[config.mk]
export PLATFORM = sky130hd
export DESIGN_NAME = signed_radix_to_ascii_unit
export DESIGN_NICKNAME = d
export VERILOG_FILES = /design/src/rtl/sra_pkg.sv /design/src/rtl/sra_ram.sv /design/src/rtl/sra_ctrl.sv /design/src/rtl/sra_dpath.sv /design/src/rtl/signed_radix_to_ascii_unit.sv
export SDC_FILE = /design/constraint.sdc
export NUM_CORES = 1
export LEC_CHECK = 0
export CORE_MARGIN = 1
export CORE_UTILIZATION = 30
export DETAILED_ROUTE_END_ITERATION = 8
export DONT_BUFFER_PORTS = 1
export GPL_TIMING_DRIVEN = 0
export PLACE_DENSITY = 0.54
export SYNTH_ARGS = -nofsm -noshare
export SYNTH_HDL_FRONTEND = slang
export SYNTH_SLANG_ARGS = --single-unit
export TNS_END_PERCENT = 1
[constraint.sdc]
create_clock -name i_clk -period 14.85 [get_ports i_clk]
set_clock_uncertainty 0.1 [all_clocks]
set_input_delay 2.97 -clock i_clk [delete_from_list [all_inputs] [get_ports i_clk]]
set_output_delay 2.97 -clock i_clk [all_outputs]
set_load 0.005 [all_outputs]
[src/rtl/sra_pkg.sv]
// Shared types, constants and helpers for the signed radix to ASCII unit.
// No dependencies; imported by every module of the block except sra_ram.
package sra_pkg;

    // default parameter values
    localparam int DEF_VALUE_BITS  = 32;
    localparam int DEF_DIGIT_SLOTS = 32;

    // quotient bits resolved per division cycle
    localparam int DIV_STEP = 8;

    // field widths
    localparam int RADIX_BITS    = 5;
    localparam int DIGIT_BITS    = 4;
    localparam int CHAR_BITS     = 7;
    localparam int APB_ADDR_BITS = 3;
    localparam int APB_DATA_BITS = 32;

    // register map and reset values
    localparam logic [APB_ADDR_BITS-1:0] ADDR_RADIX  = 3'd0;
    localparam logic [RADIX_BITS-1:0]    RADIX_RESET = 5'd10;
    localparam logic [RADIX_BITS-1:0]    RADIX_MIN   = 5'd2;
    localparam logic [RADIX_BITS-1:0]    RADIX_MAX   = 5'd16;

    // character codes
    localparam logic [CHAR_BITS-1:0] MINUS_CHAR  = 7'h2D;
    localparam logic [CHAR_BITS-1:0] ZERO_CHAR   = 7'h30;
    localparam logic [CHAR_BITS-1:0] NINE_CHAR   = 7'h39;
    localparam logic [CHAR_BITS-1:0] UPPER_A     = 7'h41;
    localparam logic [CHAR_BITS-1:0] UPPER_F     = 7'h46;
    localparam logic [DIGIT_BITS-1:0] DIGIT_TEN  = 4'd10;

    // commands from controller to datapath
    typedef struct packed {
        logic load;       // capture a new value
        logic div;        // run the divider on the current digit
        logic fin;        // last division cycle of a digit: store it
        logic emit_sign;  // put the minus sign in the output register
        logic rd;         // read the digit store at the current index
        logic emit_char;  // put the read digit in the output register
    } t_cmd;

    // status from datapath to controller
    typedef struct packed {
        logic quot_zero;   // quotient of this digit is zero
        logic count_full;  // this digit fills the store
        logic neg;         // value is negative
        logic idx_zero;    // emitting the least significant digit
        logic out_free;    // output register can take a character
    } t_stat;

    // digit value to ASCII, 0-9 then upper-case A-F
    function automatic logic [CHAR_BITS-1:0] digit_char(input logic [DIGIT_BITS-1:0] d);
        logic [CHAR_BITS-1:0] ext;
        ext = {{(CHAR_BITS-DIGIT_BITS){1'b0}}, d};
        if (d < DIGIT_TEN)
            digit_char = ZERO_CHAR + ext;
        else
            digit_char = UPPER_A + ext - {{(CHAR_BITS-DIGIT_BITS){1'b0}}, DIGIT_TEN};
    endfunction

endpackage

[src/rtl/sra_ram.sv]
// Generic single-port-write, single-port-read RAM with registered read data.
// No dependencies.
module sra_ram #(
    parameter int WIDTH = 4,
    parameter int DEPTH = 32
) (
    input  logic                     i_clk,
    input  logic                     i_we,
    input  logic [$clog2(DEPTH)-1:0] i_waddr,
    input  logic [WIDTH-1:0]         i_wdata,
    input  logic                     i_re,
    input  logic [$clog2(DEPTH)-1:0] i_raddr,
    output logic [WIDTH-1:0]         o_rdata
);

    logic [WIDTH-1:0] r_mem [DEPTH];
    logic [WIDTH-1:0] r_rdata;

    // write port
    always_ff @(posedge i_clk) begin
        if (i_we)
            r_mem[i_waddr] <= i_wdata;
    end

    // registered read port
    always_ff @(posedge i_clk) begin
        if (i_re)
            r_rdata <= r_mem[i_raddr];
    end

    assign o_rdata = r_rdata;

endmodule

[src/rtl/sra_ctrl.sv]
// Sequencer of the radix converter: accept, divide digit by digit, emit text.
// Depends on sra_pkg for the command and status structs.
module sra_ctrl
    import sra_pkg::*;
#(
    parameter int VALUE_BITS = DEF_VALUE_BITS
) (
    input  logic  i_clk,
    input  logic  i_rst_n,
    input  logic  i_value_valid,
    output logic  o_value_ready,
    input  t_stat i_stat,
    output t_cmd  o_cmd
);

    localparam int MAG_BITS  = VALUE_BITS + 1;
    localparam int STEPS     = (MAG_BITS + DIV_STEP - 1) / DIV_STEP;
    localparam int STEP_BITS = $clog2(STEPS);

    localparam logic [2:0] S_IDLE = 3'd0;
    localparam logic [2:0] S_DIV  = 3'd1;
    localparam logic [2:0] S_SIGN = 3'd2;
    localparam logic [2:0] S_RD   = 3'd3;
    localparam logic [2:0] S_OUT  = 3'd4;

    logic [2:0]           r_state, n_state;
    logic [STEP_BITS-1:0] r_step,  n_step;
    logic                 last_step;

    assign last_step     = (r_step == STEP_BITS'(STEPS - 1));
    assign o_value_ready = (r_state == S_IDLE);

    // next state and commands
    always_comb begin
        n_state = r_state;
        n_step  = r_step;
        o_cmd   = '0;
        unique case (r_state)
            S_IDLE: begin
                if (i_value_valid) begin
                    o_cmd.load = 1'b1;
                    n_step     = '0;
                    n_state    = S_DIV;
                end
            end
            S_DIV: begin
                o_cmd.div = 1'b1;
                o_cmd.fin = last_step;
                n_step    = last_step ? '0 : r_step + 1'b1;
                if (last_step && (i_stat.quot_zero || i_stat.count_full))
                    n_state = i_stat.neg ? S_SIGN : S_RD;
            end
            S_SIGN: begin
                if (i_stat.out_free) begin
                    o_cmd.emit_sign = 1'b1;
                    n_state         = S_RD;
                end
            end
            S_RD: begin
                o_cmd.rd = 1'b1;
                n_state  = S_OUT;
            end
            S_OUT: begin
                if (i_stat.out_free) begin
                    o_cmd.emit_char = 1'b1;
                    n_state         = i_stat.idx_zero ? S_IDLE : S_RD;
                end
            end
            default: begin
                n_state = S_IDLE;
            end
        endcase
    end

    // state registers
    always_ff @(posedge i_clk) begin
        if (!i_rst_n) begin
            r_state <= S_IDLE;
            r_step  <= '0;
        end else begin
            r_state <= n_state;
            r_step  <= n_step;
        end
    end

endmodule

[src/rtl/sra_dpath.sv]
// Datapath of the radix converter: magnitude, shift-subtract divider,
// digit store, and the output register. Depends on sra_pkg and sra_ram.
module sra_dpath
    import sra_pkg::*;
#(
    parameter int VALUE_BITS  = DEF_VALUE_BITS,
    parameter int DIGIT_SLOTS = DEF_DIGIT_SLOTS
) (
    input  logic                         i_clk,
    input  logic                         i_rst_n,
    input  logic signed [VALUE_BITS-1:0] i_value,
    input  logic [RADIX_BITS-1:0]        i_radix,
    input  t_cmd                         i_cmd,
    output t_stat                        o_stat,
    output logic [CHAR_BITS-1:0]         o_character,
    output logic                         o_last_char,
    output logic                         o_char_valid,
    input  logic                         i_char_ready
);

    localparam int MAG_BITS  = VALUE_BITS + 1;
    localparam int PAD_BITS  = ((MAG_BITS + DIV_STEP - 1) / DIV_STEP) * DIV_STEP;
    localparam int CNT_BITS  = $clog2(DIGIT_SLOTS + 1);
    localparam int ADDR_BITS = $clog2(DIGIT_SLOTS);

    logic [PAD_BITS-1:0]   r_work;
    logic [DIGIT_BITS-1:0] r_rem;
    logic [CNT_BITS-1:0]   r_count;
    logic [ADDR_BITS-1:0]  r_idx;
    logic                  r_neg;
    logic                  r_out_valid;
    logic [CHAR_BITS-1:0]  r_out_char;
    logic                  r_out_last;

    logic [MAG_BITS-1:0]   c_sext;
    logic [MAG_BITS-1:0]   c_mag;
    logic [RADIX_BITS-1:0] c_base;
    logic [RADIX_BITS-1:0] c_rem;
    logic [PAD_BITS-1:0]   c_work;
    logic [DIGIT_BITS-1:0] rd_digit;
    logic                  out_free;

    // magnitude, one bit wider than the value
    assign c_sext = {i_value[VALUE_BITS-1], i_value};
    assign c_mag  = i_value[VALUE_BITS-1] ? (~c_sext + 1'b1) : c_sext;

    // saturate the radix to 2..16
    always_comb begin
        if (i_radix < RADIX_MIN)
            c_base = RADIX_MIN;
        else if (i_radix > RADIX_MAX)
            c_base = RADIX_MAX;
        else
            c_base = i_radix;
    end

    // restoring division, DIV_STEP quotient bits per cycle
    always_comb begin
        c_rem  = {1'b0, r_rem};
        c_work = r_work;
        for (int k = 0; k < DIV_STEP; k++) begin
            c_rem  = {c_rem[DIGIT_BITS-1:0], c_work[PAD_BITS-1]};
            c_work = {c_work[PAD_BITS-2:0], 1'b0};
            if (c_rem >= c_base) begin
                c_rem     = c_rem - c_base;
                c_work[0] = 1'b1;
            end
        end
    end

    // division state and digit bookkeeping
    always_ff @(posedge i_clk) begin
        if (!i_rst_n) begin
            r_work  <= '0;
            r_rem   <= '0;
            r_count <= '0;
            r_idx   <= '0;
            r_neg   <= 1'b0;
        end else if (i_cmd.load) begin
            r_work  <= PAD_BITS'(c_mag);
            r_rem   <= '0;
            r_count <= '0;
            r_neg   <= i_value[VALUE_BITS-1];
        end else if (i_cmd.div) begin
            r_work <= c_work;
            if (i_cmd.fin) begin
                r_rem   <= '0;
                r_count <= r_count + 1'b1;
                r_idx   <= r_count[ADDR_BITS-1:0];
            end else begin
                r_rem <= c_rem[DIGIT_BITS-1:0];
            end
        end else if (i_cmd.emit_char) begin
            r_idx <= r_idx - 1'b1;
        end
    end

    // digit store, least significant digit at address 0
    sra_ram #(
        .WIDTH (DIGIT_BITS),
        .DEPTH (DIGIT_SLOTS)
    ) u_digits (
        .i_clk   (i_clk),
        .i_we    (i_cmd.fin),
        .i_waddr (r_count[ADDR_BITS-1:0]),
        .i_wdata (c_rem[DIGIT_BITS-1:0]),
        .i_re    (i_cmd.rd),
        .i_raddr (r_idx),
        .o_rdata (rd_digit)
    );

    // output register
    assign out_free = !r_out_valid || i_char_ready;

    always_ff @(posedge i_clk) begin
        if (!i_rst_n)
            r_out_valid <= 1'b0;
        else if (i_cmd.emit_sign || i_cmd.emit_char)
            r_out_valid <= 1'b1;
        else if (i_char_ready)
            r_out_valid <= 1'b0;
    end

    always_ff @(posedge i_clk) begin
        if (i_cmd.emit_sign) begin
            r_out_char <= MINUS_CHAR;
            r_out_last <= 1'b0;
        end else if (i_cmd.emit_char) begin
            r_out_char <= digit_char(rd_digit);
            r_out_last <= (r_idx == '0);
        end
    end

    // status to the controller
    assign o_stat.quot_zero  = (c_work == '0);
    assign o_stat.count_full = (r_count == CNT_BITS'(DIGIT_SLOTS - 1));
    assign o_stat.neg        = r_neg;
    assign o_stat.idx_zero   = (r_idx == '0);
    assign o_stat.out_free   = out_free;

    assign o_character  = r_out_char;
    assign o_last_char  = r_out_last;
    assign o_char_valid = r_out_valid;

endmodule

[src/rtl/signed_radix_to_ascii_unit.sv]
// Signed integer to ASCII text in a radix of 2 to 16, one character per transaction.
// Sequence: accept the value, divide digit by digit (8 quotient bits per division cycle),
// then put out a minus sign for a negative value and each digit character in turn.
// Throughput: one value at a time; the next value is taken while the last character
// still waits in the output register.
// Reset (synchronous, active low): idle, radix 10, no character pending.
module signed_radix_to_ascii_unit
    import sra_pkg::*;
#(
    parameter int VALUE_BITS  = DEF_VALUE_BITS,
    parameter int DIGIT_SLOTS = DEF_DIGIT_SLOTS
) (
    input  logic                         i_clk,
    input  logic                         i_rst_n,
    // APB configuration port
    input  logic                         psel,
    input  logic                         penable,
    input  logic                         pwrite,
    input  logic [APB_ADDR_BITS-1:0]     paddr,
    input  logic [APB_DATA_BITS-1:0]     pwdata,
    output logic [APB_DATA_BITS-1:0]     prdata,
    output logic                         pready,
    // input channel
    input  logic                         i_value_valid,
    output logic                         o_value_ready,
    input  logic signed [VALUE_BITS-1:0] i_value,
    // output channel
    output logic                         o_char_valid,
    input  logic                         i_char_ready,
    output logic [CHAR_BITS-1:0]         o_character,
    output logic                         o_last_char
);

    logic [RADIX_BITS-1:0] r_radix;
    t_cmd                  cmd;
    t_stat                 stat;

    // radix register
    assign pready = 1'b1;

    always_ff @(posedge i_clk) begin
        if (!i_rst_n)
            r_radix <= RADIX_RESET;
        else if (psel && penable && pwrite && pready && (paddr == ADDR_RADIX))
            r_radix <= pwdata[RADIX_BITS-1:0];
    end

    assign prdata = (paddr == ADDR_RADIX) ? APB_DATA_BITS'(r_radix) : '0;

    // controller
    sra_ctrl #(
        .VALUE_BITS (VALUE_BITS)
    ) u_ctrl (
        .i_clk         (i_clk),
        .i_rst_n       (i_rst_n),
        .i_value_valid (i_value_valid),
        .o_value_ready (o_value_ready),
        .i_stat        (stat),
        .o_cmd         (cmd)
    );

    // datapath
    sra_dpath #(
        .VALUE_BITS  (VALUE_BITS),
        .DIGIT_SLOTS (DIGIT_SLOTS)
    ) u_dpath (
        .i_clk        (i_clk),
        .i_rst_n      (i_rst_n),
        .i_value      (i_value),
        .i_radix      (r_radix),
        .i_cmd        (cmd),
        .o_stat       (stat),
        .o_character  (o_character),
        .o_last_char  (o_last_char),
        .o_char_valid (o_char_valid),
        .i_char_ready (i_char_ready)
    );

    // a value is taken only once per conversion
    a_one_at_a_time: assert property (@(posedge i_clk) disable iff (!i_rst_n)
        i_value_valid && o_value_ready |=> !o_value_ready)
        else $error("input accepted on consecutive cycles");

    // the text never ends on the sign
    a_last_not_sign: assert property (@(posedge i_clk) disable iff (!i_rst_n)
        o_char_valid && o_last_char |-> o_character != MINUS_CHAR)
        else $error("minus sign flagged as last character");

    // only sign, decimal digits and A-F leave the block
    a_legal_char: assert property (@(posedge i_clk) disable iff (!i_rst_n)
        o_char_valid |-> (o_character == MINUS_CHAR)
            || (o_character >= ZERO_CHAR && o_character <= NINE_CHAR)
            || (o_character >= UPPER_A && o_character <= UPPER_F))
        else $error("illegal character code");

endmodule

==> flow_summary.json <==
{
  "cts_sinks": 208,
  "synth_compound_area_share_pct": 12.78,
  "grt_antenna_before_repair": 0,
  "ant_nets": 0,
  "maxSlewHeadroom_pct": 31.35,
  "ys_seq_area_share_pct": 48.09,
  "critPathMostFrequentCell": "ha_1",
  "reg2reg_from": "r_radix[4]",
  "die_w_um": 197.0,
  "synth_edf_count": 132,
  "clock_path_buffers": 3,
  "crit_arrival_ns": 13.71,
  "hold_viol": 0,
  "io_buffer_count": 0,
  "cts.root.buffer_cell": "clkbuf_16",
  "overflow": 0,
  "synth_area_um2": 11410,
  "dr.pass1.iters": 5,
  "path_class": "reg -> reg",
  "start_util_pct": 30.35,
  "critPathMaxStageDelay_ns": 0.83,
  "grt_pass1_vias": 7618,
  "synthMuxAreaShare_pct": 10.60,
  "synth_top_area_cell": "edfxtp_1",
  "fin_crit_sh_pct": 91.58,
  "min_path_type": "reg -> reg",
  "cts_tree": "built",
  "design_area_um2": 13130,
  "drtIter0Drc": 533,
  "finalSetupViolCount": 0,
  "synth_top_family_by_area": "simple AND/OR/NAND/NOR gates",
  "netlist_instances": 1011,
  "synthTopCellsByArea": "edfxtp_1, dfxtp_1, mux4_2",
  "n_antenna_cell": 0,
  "final_nets": 1197,
  "status": "finished, final reports clean",
  "cp_slowest_cell": "mux2i_2",
  "ys_seq_elements": 208,
  "rrSetupSlack_ns": 1.25,
  "yosysUniqueCellTypes": 75,
  "endpoint_kind": "flop",
  "synth-adder-area-share_pct": 6.779,
  "dieArea_um2": 38800,
  "grt_max_degree": 34,
  "placed_area_um2": 12210,
  "num_rows": 71,
  "synth-xor-area-share_pct": 3.686,
  "vias": 7794,
  "avgRoutedWirePerCell_um": 17.62,
  "path_depth": 48,
  "grt_pass1_wl_um": 43820,
  "core_um2": 37580,
  "holdCritStartpoint": "u_dpath.r_work[36]",
  "r2r_cells": 48,
  "critPathTopFamily": "compound AO/OA/AOI/OAI gates",
  "period_needed_ns": 13.60,
  "synthDominantCellAreaShare_pct": 34.75,
  "clk_pin_slew_worst_paths_ns": 0.06,
  "holdPathStages": 2,
  "via_per_inst": 4.887,
  "cts_resized": 0,
  "h-tree-depth": 1,
  "yosys_warnings": 0,
  "max-cap-violations": 0,
  "slew_viol_final": 0,
  "totalWireLength_um": 28110,
  "synth-simple-area-share_pct": 12.88,
  "async_flop_share_pct": 0,
  "rsz0062_at_grt": "no",
  "critPathMaxFanout": 16,
  "io_pins": 117,
  "hpwl_um": 20670,
  "route.detailed.drc": 0,
  "cp_data_required_time_ns": 14.96,
  "yosys.cell_count.top_type": "edfxtp_1",
  "post-cts-setup-buffer-count": 0,
  "path_buf_inv": 9,
  "die_y_um": 197.0,
  "max_freq_ghz": 0.07353,
  "gp_congestion": 0.8176,
  "layout-drive-gt1-share_pct": 16.24,
  "grt_usage_pct": 14.53,
  "area_growth_pct": 15.08,
  "postSynthAreaPerCell_um2": 11.28,
  "worstSetupStartpoint": "r_radix[4]",
  "hold_ws_ns": 0.3587,
  "tightest_slew_ns": 1.015,
  "numCtsBuffers": 24,
  "synthTopCellsByCount": "edfxtp_1, nand2_1, dfxtp_1, nor2_1, o21ai_0",
  "synth_ff_type": "edfxtp_1",
  "ctsHoldBuffers": 0,
  "clkLatencyLatePin_ns": 0.53,
  "cp-start-kind": "flop"
}
cells in the final DEF, fill, tap and decap left out, types with 5 or more instances in the layout:
cell	count
ha_1	49
a22o_1	8
fa_1	8
o211ai_1	5
or3_1	5
a21oi_1	45
edfxtp_1	132
xnor2_1	30
or2_2	7
o21ai_0	57
buf_4	31
nand3_1	5
inv_1	46
xor2_1	18
mux2i_1	13
a21o_1	13
bufinv_16	5
nand2b_1	7
buf_2	5
conb_1	28
clkinv_2	5
dfxtp_1	76
nor2b_1	17
nor3_1	17
nor2_1	71
buf_1	5
mux2_2	14
clkbuf_1	33
o31ai_2	5
a31oi_1	16
nand2_1	86
o31ai_1	5
clkbuf_16	24
a22oi_1	21
mux4_2	40
and2_1	29
nor4_1	10
a211oi_1	5
a21boi_0	7
worst register-to-register path, delay by kind of cell (launching register included):
kind	cells	cell delay, ns
AO/OA/AOI/OAI	22	5.62
adder cells (fa/ha/maj)	8	2.55
multiplexers	5	2.41
buffers and inverters	9	1.79
AND/OR/NAND/NOR	4	0.48
flip-flops	1	0.33
flip-flops by register name, indices dropped and copies added, names as in the netlist:
register,cells
u_dpath.r_neg,1
r_radix,5
u_dpath.o_char_valid,1
u_ctrl.r_step,3
u_ctrl.r_state,3
u_dpath.o_character,7
u_dpath.u_digits.o_rdata,4
u_dpath.r_work,40
u_dpath.o_last_char,1
u_dpath.r_idx,5
u_dpath.u_digits.r_mem,128
u_dpath.r_count,6
u_dpath.r_rem,4
per-layer routing:
metal  vias to the layer above  routed length, um  track usage [%]  share of wire (%)
met5                         -                  0                0                  0
met2                       197              13020            23.70                 46
met1                      3751              12970            19.90                 46
met3                        43               1646            2.892                5.9
met4                         0                469            3.072                1.7
li1                       3803                  -                -                  -
final timing paths:
check                                        to
setup reg to reg  u_dpath.u_digits.r_mem[21][3]
hold / removal               u_dpath.r_work[36]
hold reg to reg              u_dpath.r_work[36]
setup / recovery  u_dpath.u_digits.r_mem[21][3]
cell families after synthesis:
logic type	count (synthesis)
other	2
multiplexers	69
flip-flops	208
buffers and inverters	121
AND/OR/NAND/NOR	286
adder cells (fa/ha/maj)	57
AO/OA/AOI/OAI	220
XOR/XNOR	48
layout make-up:
class	instances	area, um^2
Buffer	75	412.9
Sequential cell	208	5485
Clock inverter	17	241.5
Tap cell	511	639.4
Inverter	46	172.7
Clock buffer	27	631.9
Multi-Input combinational cell	709	5504
Fill cell	3755	24450
Timing Repair Buffer	2	38.79
per-stage QoR:
stage,TNS (ns),std cells,setup WS (ns),utilization [%]
floorplan,0,1037,2.686,-
global placement,-114.55,1548,-1.648,32.31
detailed placement,0,1550,0.3299,32.48
CTS,0,1594,0.2961,34.81
global route,0,1595,0.1292,34.93
finish,0,1595,1.250,34.93
Power is not shown: default switching activity piles up to over one toggle a cycle in this logic, so the estimate is an artifact.
